===== config.mk =====
export PLATFORM = sky130hd
export DESIGN_NAME = cbor_item_encoder_unit
export DESIGN_NICKNAME = d
export VERILOG_FILES = /design/src/hw/rtl/cie_pkg.sv /design/src/hw/rtl/cie_front.sv /design/src/hw/rtl/cie_queue.sv /design/src/hw/rtl/cie_back.sv /design/src/hw/rtl/cbor_item_encoder_unit.sv
export VERILOG_INCLUDE_DIRS = /design/src /design/src/hw/rtl
export SDC_FILE = /design/constraint.sdc
export NUM_CORES = 1
export LEC_CHECK = 0
export BUFFER_PORTS_ARGS = -buffer_cell sky130_fd_sc_hd__clkbuf_2
export CAP_MARGIN = 20
export CORE_ASPECT_RATIO = 1.4
export CORE_MARGIN = 2
export CORE_UTILIZATION = 54
export CTS_CLUSTER_DIAMETER = 60
export DETAILED_ROUTE_END_ITERATION = 7
export GPL_TIMING_DRIVEN = 0
export PLACE_DENSITY = 0.75
export SLEW_MARGIN = 40
export SYNTH_ARGS = -nofsm -noshare
export SYNTH_HDL_FRONTEND = slang
export SYNTH_SLANG_ARGS = --single-unit

===== constraint.sdc =====
create_clock -name clock -period 4.35 [get_ports clock]
set_clock_uncertainty 0.1 [all_clocks]
set_input_delay 0.2175 -clock clock [delete_from_list [all_inputs] [get_ports clock]]
set_output_delay 0.2175 -clock clock [all_outputs]
set_load 0.01 [all_outputs]

===== src/hw/rtl/assert_macros.svh =====
`ifndef ASSERT_MACROS_SVH
`define ASSERT_MACROS_SVH

// same-cycle implication
`define ASSERT_SAME(label, clk, rst, ante, cons, msg) \
   label: assert property (@(posedge clk) disable iff (rst) (ante) |-> (cons)) \
      else $error(msg);

// next-cycle implication
`define ASSERT_NEXT(label, clk, rst, ante, cons, msg) \
   label: assert property (@(posedge clk) disable iff (rst) (ante) |=> (cons)) \
      else $error(msg);

// invariant
`define ASSERT_ALWAYS(label, clk, rst, cond, msg) \
   label: assert property (@(posedge clk) disable iff (rst) (cond)) \
      else $error(msg);

`endif


===== src/hw/rtl/cie_pkg.sv =====
package cie_pkg;

   typedef enum logic [2:0] {
      CMD_UNSIGNED = 3'd0,
      CMD_DOUBLE   = 3'd1,
      CMD_TEXT_HDR = 3'd2,
      CMD_BYTES_HDR = 3'd3,
      CMD_BOOL     = 3'd4,
      CMD_ARRAY_HDR = 3'd5,
      CMD_MAP_HDR  = 3'd6,
      CMD_PAYLOAD  = 3'd7
   } cmd_type;

   localparam logic [2:0] MAJOR_UNSIGNED = 3'd0;
   localparam logic [2:0] MAJOR_BYTES    = 3'd2;
   localparam logic [2:0] MAJOR_TEXT     = 3'd3;
   localparam logic [2:0] MAJOR_ARRAY    = 3'd4;
   localparam logic [2:0] MAJOR_MAP      = 3'd5;

   localparam logic [4:0] AI_ONE_BYTE   = 5'd24;
   localparam logic [4:0] AI_TWO_BYTES  = 5'd25;
   localparam logic [4:0] AI_FOUR_BYTES = 5'd26;
   localparam logic [4:0] AI_EIGHT_BYTES = 5'd27;

   localparam logic [7:0] HEAD_DOUBLE = 8'hfb;
   localparam logic [7:0] HEAD_TRUE   = 8'hf5;
   localparam logic [7:0] HEAD_FALSE  = 8'hf4;

   localparam int QUEUE_DEPTH = 2;

   // one token after classification: initial byte, then nfollow bytes
   // taken from the top of arg
   typedef struct packed {
      logic [7:0]  head;
      logic [3:0]  nfollow;
      logic [63:0] arg;
   } desc_type;

   typedef struct packed {
      logic full;
      logic empty;
   } queue_stat_type;

   typedef enum logic {
      BK_HEAD = 1'b0,
      BK_ARG  = 1'b1
   } back_state_type;

   typedef struct packed {
      logic       arg_phase;
      logic [3:0] remaining;
   } back_stat_type;

endpackage


===== src/hw/rtl/cie_front.sv =====
module cie_front
   import cie_pkg::*;
(
   input  logic        req_push,
   input  logic [2:0]  req_cmd,
   input  logic [63:0] req_operand,
   input  logic        q_full,
   output logic        q_push,
   output desc_type    q_data
);

   logic [2:0] major;
   logic       is_head;

   assign q_push = req_push && !q_full;

   always_comb begin
      major   = MAJOR_UNSIGNED;
      is_head = 1'b1;
      case (cmd_type'(req_cmd))
         CMD_UNSIGNED:  major = MAJOR_UNSIGNED;
         CMD_TEXT_HDR:  major = MAJOR_TEXT;
         CMD_BYTES_HDR: major = MAJOR_BYTES;
         CMD_ARRAY_HDR: major = MAJOR_ARRAY;
         CMD_MAP_HDR:   major = MAJOR_MAP;
         default:       is_head = 1'b0;
      endcase
   end

   always_comb begin
      q_data.head    = 8'h00;
      q_data.nfollow = 4'd0;
      q_data.arg     = 64'd0;
      if (is_head) begin
         if (req_operand[63:5] == 59'd0 && req_operand[4:0] < AI_ONE_BYTE) begin
            q_data.head = {major, req_operand[4:0]};
         end else if (req_operand[63:8] == 56'd0) begin
            q_data.head    = {major, AI_ONE_BYTE};
            q_data.nfollow = 4'd1;
            q_data.arg     = {req_operand[7:0], 56'd0};
         end else if (req_operand[63:16] == 48'd0) begin
            q_data.head    = {major, AI_TWO_BYTES};
            q_data.nfollow = 4'd2;
            q_data.arg     = {req_operand[15:0], 48'd0};
         end else if (req_operand[63:32] == 32'd0) begin
            q_data.head    = {major, AI_FOUR_BYTES};
            q_data.nfollow = 4'd4;
            q_data.arg     = {req_operand[31:0], 32'd0};
         end else begin
            q_data.head    = {major, AI_EIGHT_BYTES};
            q_data.nfollow = 4'd8;
            q_data.arg     = req_operand;
         end
      end else begin
         case (cmd_type'(req_cmd))
            CMD_DOUBLE: begin
               q_data.head    = HEAD_DOUBLE;
               q_data.nfollow = 4'd8;
               q_data.arg     = req_operand;
            end
            CMD_BOOL: q_data.head = req_operand[0] ? HEAD_TRUE : HEAD_FALSE;
            default:  q_data.head = req_operand[7:0];
         endcase
      end
   end

endmodule


===== src/hw/rtl/cie_queue.sv =====
module cie_queue
   import cie_pkg::*;
#(
   parameter int DEPTH = QUEUE_DEPTH
)
(
   input  logic           clock,
   input  logic           reset,
   input  logic           push,
   input  desc_type       push_data,
   input  logic           pop,
   output desc_type       pop_data,
   output queue_stat_type stat
);

   localparam int PTR_W = (DEPTH > 1) ? $clog2(DEPTH) : 1;
   localparam int CNT_W = $clog2(DEPTH + 1);

   desc_type           mem_ff [DEPTH];
   logic [PTR_W-1:0]   wr_ptr_ff, wr_ptr_in;
   logic [PTR_W-1:0]   rd_ptr_ff, rd_ptr_in;
   logic [CNT_W-1:0]   count_ff, count_in;
   logic               do_push, do_pop;

   assign stat.full  = (count_ff == CNT_W'(DEPTH));
   assign stat.empty = (count_ff == '0);
   assign do_push    = push && !stat.full;
   assign do_pop     = pop && !stat.empty;
   assign pop_data   = mem_ff[rd_ptr_ff];

   always_comb begin
      wr_ptr_in = wr_ptr_ff;
      rd_ptr_in = rd_ptr_ff;
      count_in  = count_ff;
      if (do_push) begin
         wr_ptr_in = (wr_ptr_ff == PTR_W'(DEPTH - 1)) ? '0 : wr_ptr_ff + 1'b1;
      end
      if (do_pop) begin
         rd_ptr_in = (rd_ptr_ff == PTR_W'(DEPTH - 1)) ? '0 : rd_ptr_ff + 1'b1;
      end
      if (do_push && !do_pop) begin
         count_in = count_ff + 1'b1;
      end else if (do_pop && !do_push) begin
         count_in = count_ff - 1'b1;
      end
   end

   always_ff @(posedge clock) begin
      if (reset) begin
         wr_ptr_ff <= '0;
         rd_ptr_ff <= '0;
         count_ff  <= '0;
      end else begin
         wr_ptr_ff <= wr_ptr_in;
         rd_ptr_ff <= rd_ptr_in;
         count_ff  <= count_in;
      end
   end

   always_ff @(posedge clock) begin
      if (do_push) begin
         mem_ff[wr_ptr_ff] <= push_data;
      end
   end

endmodule


===== src/hw/rtl/cie_back.sv =====
module cie_back
   import cie_pkg::*;
(
   input  logic           clock,
   input  logic           reset,
   input  desc_type       q_data,
   input  logic           q_empty,
   output logic           q_pop,
   output logic           rsp_empty,
   input  logic           rsp_pop,
   output logic [7:0]     rsp_out_byte,
   output logic           rsp_last,
   output back_stat_type  stat
);

   back_state_type state_ff, state_in;
   logic [3:0]     rem_ff, rem_in;
   logic [63:0]    shift_ff, shift_in;
   logic           out_valid_ff, out_valid_in;
   logic [7:0]     out_byte_ff, out_byte_in;
   logic           out_last_ff, out_last_in;
   logic           slot_free;

   assign slot_free     = !out_valid_ff || rsp_pop;
   assign rsp_empty     = !out_valid_ff;
   assign rsp_out_byte  = out_byte_ff;
   assign rsp_last      = out_last_ff;
   assign stat.arg_phase = (state_ff == BK_ARG);
   assign stat.remaining = rem_ff;

   always_comb begin
      state_in     = state_ff;
      rem_in       = rem_ff;
      shift_in     = shift_ff;
      out_valid_in = out_valid_ff && !rsp_pop;
      out_byte_in  = out_byte_ff;
      out_last_in  = out_last_ff;
      q_pop        = 1'b0;
      if (slot_free) begin
         case (state_ff)
            BK_HEAD: begin
               if (!q_empty) begin
                  q_pop        = 1'b1;
                  out_valid_in = 1'b1;
                  out_byte_in  = q_data.head;
                  out_last_in  = (q_data.nfollow == 4'd0);
                  rem_in       = q_data.nfollow;
                  shift_in     = q_data.arg;
                  if (q_data.nfollow != 4'd0) begin
                     state_in = BK_ARG;
                  end
               end
            end
            BK_ARG: begin
               out_valid_in = 1'b1;
               out_byte_in  = shift_ff[63:56];
               out_last_in  = (rem_ff == 4'd1);
               shift_in     = {shift_ff[55:0], 8'h00};
               rem_in       = rem_ff - 4'd1;
               if (rem_ff == 4'd1) begin
                  state_in = BK_HEAD;
               end
            end
            default: state_in = BK_HEAD;
         endcase
      end
   end

   always_ff @(posedge clock) begin
      if (reset) begin
         state_ff     <= BK_HEAD;
         rem_ff       <= 4'd0;
         out_valid_ff <= 1'b0;
      end else begin
         state_ff     <= state_in;
         rem_ff       <= rem_in;
         out_valid_ff <= out_valid_in;
      end
   end

   always_ff @(posedge clock) begin
      shift_ff    <= shift_in;
      out_byte_ff <= out_byte_in;
      out_last_ff <= out_last_in;
   end

endmodule


===== src/hw/rtl/cbor_item_encoder_unit.sv =====
// channel | direction | handshake           | beat
// req     | in        | req_push / req_full | req_cmd, req_operand
// rsp     | out       | rsp_pop / rsp_empty | rsp_out_byte, rsp_last
//
// One output byte per cycle from the byte sequencer while its output is free:
// a token is 1 to 9 bytes (1 + argument bytes); a double or 8-byte header is 9.
// The classifier accepts a token every cycle while the descriptor queue
// (DEPTH entries) has room; req_full rises when it is full.
// Reset is synchronous and clears the queue, sequencer state and output valid flag.
// With rsp_pop low the output register holds and the queue fills behind it.

`include "assert_macros.svh"

module cbor_item_encoder_unit
   import cie_pkg::*;
#(
   parameter int DEPTH = QUEUE_DEPTH
)
(
   input  logic        clock,
   input  logic        reset,
   input  logic        req_push,
   output logic        req_full,
   input  logic [2:0]  req_cmd,
   input  logic [63:0] req_operand,
   output logic        rsp_empty,
   input  logic        rsp_pop,
   output logic [7:0]  rsp_out_byte,
   output logic        rsp_last
);

   desc_type       enq_data, deq_data;
   logic           enq, deq;
   queue_stat_type q_stat;
   back_stat_type  b_stat;

   assign req_full = q_stat.full;

   cie_front u_front (
      .req_push    (req_push),
      .req_cmd     (req_cmd),
      .req_operand (req_operand),
      .q_full      (q_stat.full),
      .q_push      (enq),
      .q_data      (enq_data)
   );

   cie_queue #(
      .DEPTH (DEPTH)
   ) u_queue (
      .clock     (clock),
      .reset     (reset),
      .push      (enq),
      .push_data (enq_data),
      .pop       (deq),
      .pop_data  (deq_data),
      .stat      (q_stat)
   );

   cie_back u_back (
      .clock        (clock),
      .reset        (reset),
      .q_data       (deq_data),
      .q_empty      (q_stat.empty),
      .q_pop        (deq),
      .rsp_empty    (rsp_empty),
      .rsp_pop      (rsp_pop),
      .rsp_out_byte (rsp_out_byte),
      .rsp_last     (rsp_last),
      .stat         (b_stat)
   );

   `ASSERT_ALWAYS(a_queue_flags, clock, reset, !(q_stat.full && q_stat.empty), "queue full and empty")
   `ASSERT_SAME(a_arg_count, clock, reset, b_stat.arg_phase, (b_stat.remaining != 4'd0) && (b_stat.remaining <= 4'd8), "bad argument byte count")
   `ASSERT_NEXT(a_token_continues, clock, reset, rsp_pop && !rsp_empty && !rsp_last, b_stat.arg_phase || !rsp_empty, "token cut short")

endmodule


# After elaboration in Yosys (flattened, before gate mapping)
# Memories as Yosys holds them, arrays and structs flattened. A register that Yosys moved wholly into a read port is not among the register bits.
# Index checks and enable logic that the tools add are counted.
# totals
word_cells	88
reg_bits	83
mem_bits_rw	152
memories	1
output_inout_bits	11
# memory_table
name	words	width	rd	rd_clocked_by_memory_dff	wr	line	source
u_queue.mem_ff	2	76	1	1	1	cie_queue.sv:19	desc_type mem_ff [DEPTH];
# op_classes
magnitude_cmp	1
muxes	37
add_sub_neg	5
reduce_logical	25
bitwise	1
n_eq_ne	9
# op_table
operator	n
2-to-1 mux 70 bit	2
2-to-1 mux 68 bit	2
one-hot mux 64 bit (2 select lines)	1
2-to-1 mux 76 bit	1
2-to-1 mux 69 bit	1
2-to-1 mux 64 bit	1
logical NOT 59 bit	1
logical NOT 56 bit	1
logical NOT 48 bit	1
logical NOT 32 bit	1
one-hot mux 8 bit (2 select lines)	2
2-to-1 mux 1 bit	17
one-hot mux 3 bit (4 select lines)	1
== test 3 bit, second input constant	3
2-to-1 mux 8 bit	1
one-hot mux 4 bit (2 select lines)	1
logical AND 1 bit	7
== test 3 x 2 -> 1 bit, second input constant	2
logical NOT 1 bit	6
one-hot mux 1 bit (2 select lines)	3
< comparator 5 bit, second input constant	1
2-to-1 mux 5 bit	1
OR reduction 5 bit	1
== test 4 x 1 -> 1 bit, second input constant	1
other kinds (17)	19

# Logic depth before layout (Yosys ltp)
# depth
ltp_word	8
ltp_mapped	7
depth_no_buf	7

# Cells and area by module
# Synthesis repeated with hierarchy kept, for this count alone.
# hier_totals
hier_cells	677
area_unflattened_um2	10535.1
# modules_own_cells
module	n_inst	area_per_inst_um2	cells_each	seq_area_each_um2
cie_queue	1	5705.5	261	4664.5
cie_back	1	3465.8	200	2312.2
cie_front	1	1363.8	216	0.0

# Worst setup path before layout
# Ideal clock, no wire load.
# synth_path
path_type	register to register
from	register u_queue.count_ff[0]
to	memory u_queue.mem_ff[0][0] in the netlist's numbering, enable pin
n_path_buf	0
t_arrival_ns	3.805
setup_time_ns	0.511
setup_slack_ns	-0.065
path_stages_with_launch	4
cell_sequence	dfxtp_1 > nand2b_1 > nand2_1 > nor2_1
# synth_via
elab_chain_cells	6
# synth_rtl
element	line	source
start: declaration	cie_queue.sv:22	logic [CNT_W-1:0] count_ff, count_in;
start signal: assignment	cie_queue.sv:56	count_ff <= count_in;
== test 2 bit *	cie_queue.sv:25	assign stat.full = (count_ff == CNT_W'(DEPTH));
logical NOT 1 bit *	cie_front.sv:15, cie_queue.sv:27	
logical AND 1 bit	cie_front.sv:15	assign q_push = req_push && !q_full;
logical AND 1 bit *	cie_queue.sv:27	assign do_push = push && !stat.full;
2-to-1 mux 1 bit *	cie_queue.sv:61	if (do_push) begin
2-to-1 mux 1 bit (implied by the code) *	cie_queue.sv:62	mem_ff[wr_ptr_ff] <= push_data;
end: declaration	cie_queue.sv:19	
# Every way passes the cells marked *; elsewhere a longest branch is shown, timed or not.

==> impl_metrics.yaml <==
synthesis:
  synthesis.nets: 797
  ys_seq_area_share_pct: 70.0
  synth_flop_cell: "edfxtp_1"
  ys_ff_latch: 236
  synth_cell_types: 53
  synth_commonest_cells: "edfxtp_1 (225), nand2_1 (87), mux2i_1 (74)"
  syn_area_per_cell_sq_um: 13.8
  yosysMostFrequentCell: "edfxtp_1"
  synth_area_leader_cell: "edfxtp_1"
  synth_edf_count: 225
  synth_warnings: 0
  ys_async_sr_fraction_pct: 0
  synthesis.instances: 723
  synth_area_leaders: "edfxtp_1 (68%), mux2i_1 (7.4%), o21ai_0 (3.6%)"
  synth_top_area_share_pct: 67.8
  syn_area_sq_mm: 0.00997
setup_path:
  cp.required_ns: 4.59
  crit_slowest_cell: "dlygate4sd3_1"
  arrival_ns: 2.91
  critical_path_class: "in2reg"
  cp_max_fo: 11
  slowest_delay_ns: 0.53
  path_cells: "dlygate4sd3_1 -> clkbuf_2 -> nor4_1 -> nand4_1 -> or2_1 -> buf_6 -> nor3_4 -> buf_4 -> a22o_1"
  end_kind: "flip-flop"
  start_kind: "input port"
final_layout:
  layout-drive-gt1-share_pct: 15.5
  area_growth_syn_to_layout_pct: 17.1
  nFillCells: 1358
  multiInputGateArea_sq_mm: 0.00280
  regArea_sq_mm: 0.00698
  fin_cells: 1104
  final_nets: 922
  diodes: 0
routing:
  wl_met2_mm: 12.6
  vias: 6552
  vias_per_cell: 5.93
  routed-wl-met3_mm: 1.79
  finalWirelength_mm: 24.6
  drt-pass1-iter-count: 6
  first_iter_violations: 614
  ant_nets: 0
  drc: 0
  top_layer: "met4"
  routedLengthMet1_mm: 9.16
  wl_per_cell_um: 22.2
sta:
  rsz0062_at_grt: "no"
  maxSlewViolCount: 0
  hold_violations: 0
  tightest_slew_ns: 0.828
  min_period_over_period_pct: 61.5
  slew-limit-headroom_pct: 44.8
  period_minus_slack_ns: 2.68
  tns_ns: 0
  fin_ws_ns: 1.67
  setup_viol: 0
  fmax_ghz: 0.374
global_routing:
  antenna_found_initial: 0
  grt-ovfl-total: 0
  grt_pass1_vias: 6495
  grt_max_degree: 52
  grt_pass1_wl_mm: 36.9
  grtUsageTotal_pct: 25.4
placement:
  portBuffers: 79
  gp_congestion: 0.977
  dp_slack_ns: 1.68
  dp_hpwl_mm: 17.7
  post-place-cells: 1049
run:
  drv_cap: 0
die:
  dieHeight_um: 165
  rows: 58
  io_pins: 82
  core_area_sq_mm: 0.0180
  start_util_pct: 55.4
  dieArea_sq_mm: 0.0196
  die_w_um: 119
power_and_ir_drop:
  power.leakage_uw: 0.00403
  powerDensity_mw_per_mm2: 636
  p_total_uw: 7420
  ir_drop_v: 0.000370
clock_network:
  clk_pin_slew_ns: 0.06
  cts_setup_buffers: 0
  cts_tree: "done"
  clock_path_buffers: 3
  cts_buffers: 23
  cts_root_buf: "clkbuf_16"
  cts-htree-levels: 1
  clock_sinks: 236
  clk_latency_ns: 0.50
run_status:
  outcome: "completed"
hold_path:
  hold_path_class: "in2reg"
critical path: cells and delay by family:
family          cells  cell delay (ns)
buf+inv             4             1.08
simple gates        4             1.36
compound gates      1             0.25
stage by stage:
step	hold WS, ns	instance area, sq um	util, %
5_1_grt	0.0113	11700	64.8
3_5_place_dp	0.311	10800	60.2
3_3_place_gp	0.292	10700	59.3
6_report	0.00306	11700	64.8
4_1_cts	0.000203	11700	64.8
2_1_floorplan	0.190	9970	-
power by group:
group          internal, uW  switching, uW  leakage [uW]
clock                  1040            818      0.000340
combinational           628           1260       0.00145
sequential             3450            229       0.00224
layout by cell type, fill, tap and decap left out, types with 4 or more instances in the layout:
cell	count
a211oi_1	7
a21oi_1	21
a22o_1	23
and2_1	34
buf_2	7
clkbuf_1	35
clkbuf_16	23
clkbuf_2	79
clkinv_1	6
dfxtp_1	11
dlygate4sd3_1	14
edfxtp_1	225
inv_1	7
mux2i_1	74
nand2_1	87
nand3_1	5
nor2_1	26
nor2b_1	5
nor3_1	5
nor4_1	17
o21ai_0	71
o21ai_1	5
o21bai_1	7
o2bb2ai_1	4
xor2_1	4
cells by family (layout without fill, tap and decap cells):
logic type | Yosys count | count (layout) | synth area share, %
AOI/OAI and AO/OA | 154 | 154 | 9.55
xor gates and xnor gates | 5 | 5 | 0.439
adders and majority gates | 3 | 3 | 0.377
buffers and inverters | 50 | 191 | 2.08
DFF | 236 | 236 | 70.0
muxes | 76 | 76 | 7.77
and+or+nand+nor | 199 | 199 | 9.78
path summary, 6_finish.rpt:
check | start | to | slack, ns | cells after the start
setup / recovery | req_operand[56] | u_queue.mem_ff[0][42] | 1.67 | 9
hold / removal | req_operand[41] | u_queue.mem_ff[1][41] | 0.003 | 2
setup reg to reg | flip-flop | u_back.shift_ff[41] | 1.77 | 5
hold reg to reg | u_back.rem_ff[1] | u_back.rem_ff[1] | 0.40 | 2
metal layers:
| metal | vias up | track usage (%) |
|---|---|---|
| met2 | 319 | 45.6 |
| met3 | 68 | 3.31 |
| li1 | 2983 | - |
| met4 | 0 | 10.8 |
| met5 | - | 0 |
| met1 | 3182 | 31.0 |
state kept, by name (all words and copies together) (netlist names), named ones only:
signal and cells:
u_queue.wr_ptr_ff 1, u_back.out_valid_ff 1, u_back.rsp_last 1, u_back.shift_ff 64
u_back.rem_ff 4, u_back.state_ff 1, u_back.rsp_out_byte 8, u_queue.mem_ff 152
u_queue.rd_ptr_ff 1, u_queue.count_ff 2
area by class of cell:
cell class | count | share of cell area (%)
Sequential cell | 236 | 59.8
Multi-Input combinational cell | 437 | 24.0
Timing Repair Buffer | 100 | 5.90
Clock buffer | 28 | 5.09
Tap cell | 240 | 2.57
Buffer | 42 | 1.52
Clock inverter | 13 | 0.869
Inverter | 8 | 0.300
what timing repair did:
action                    4_1_cts  5_1_grt
hold endpoints to repair       26        0
gates resized for setup         0        0
hold buffers                   14        0
Note: power is estimated with default switching activity, not from simulation.
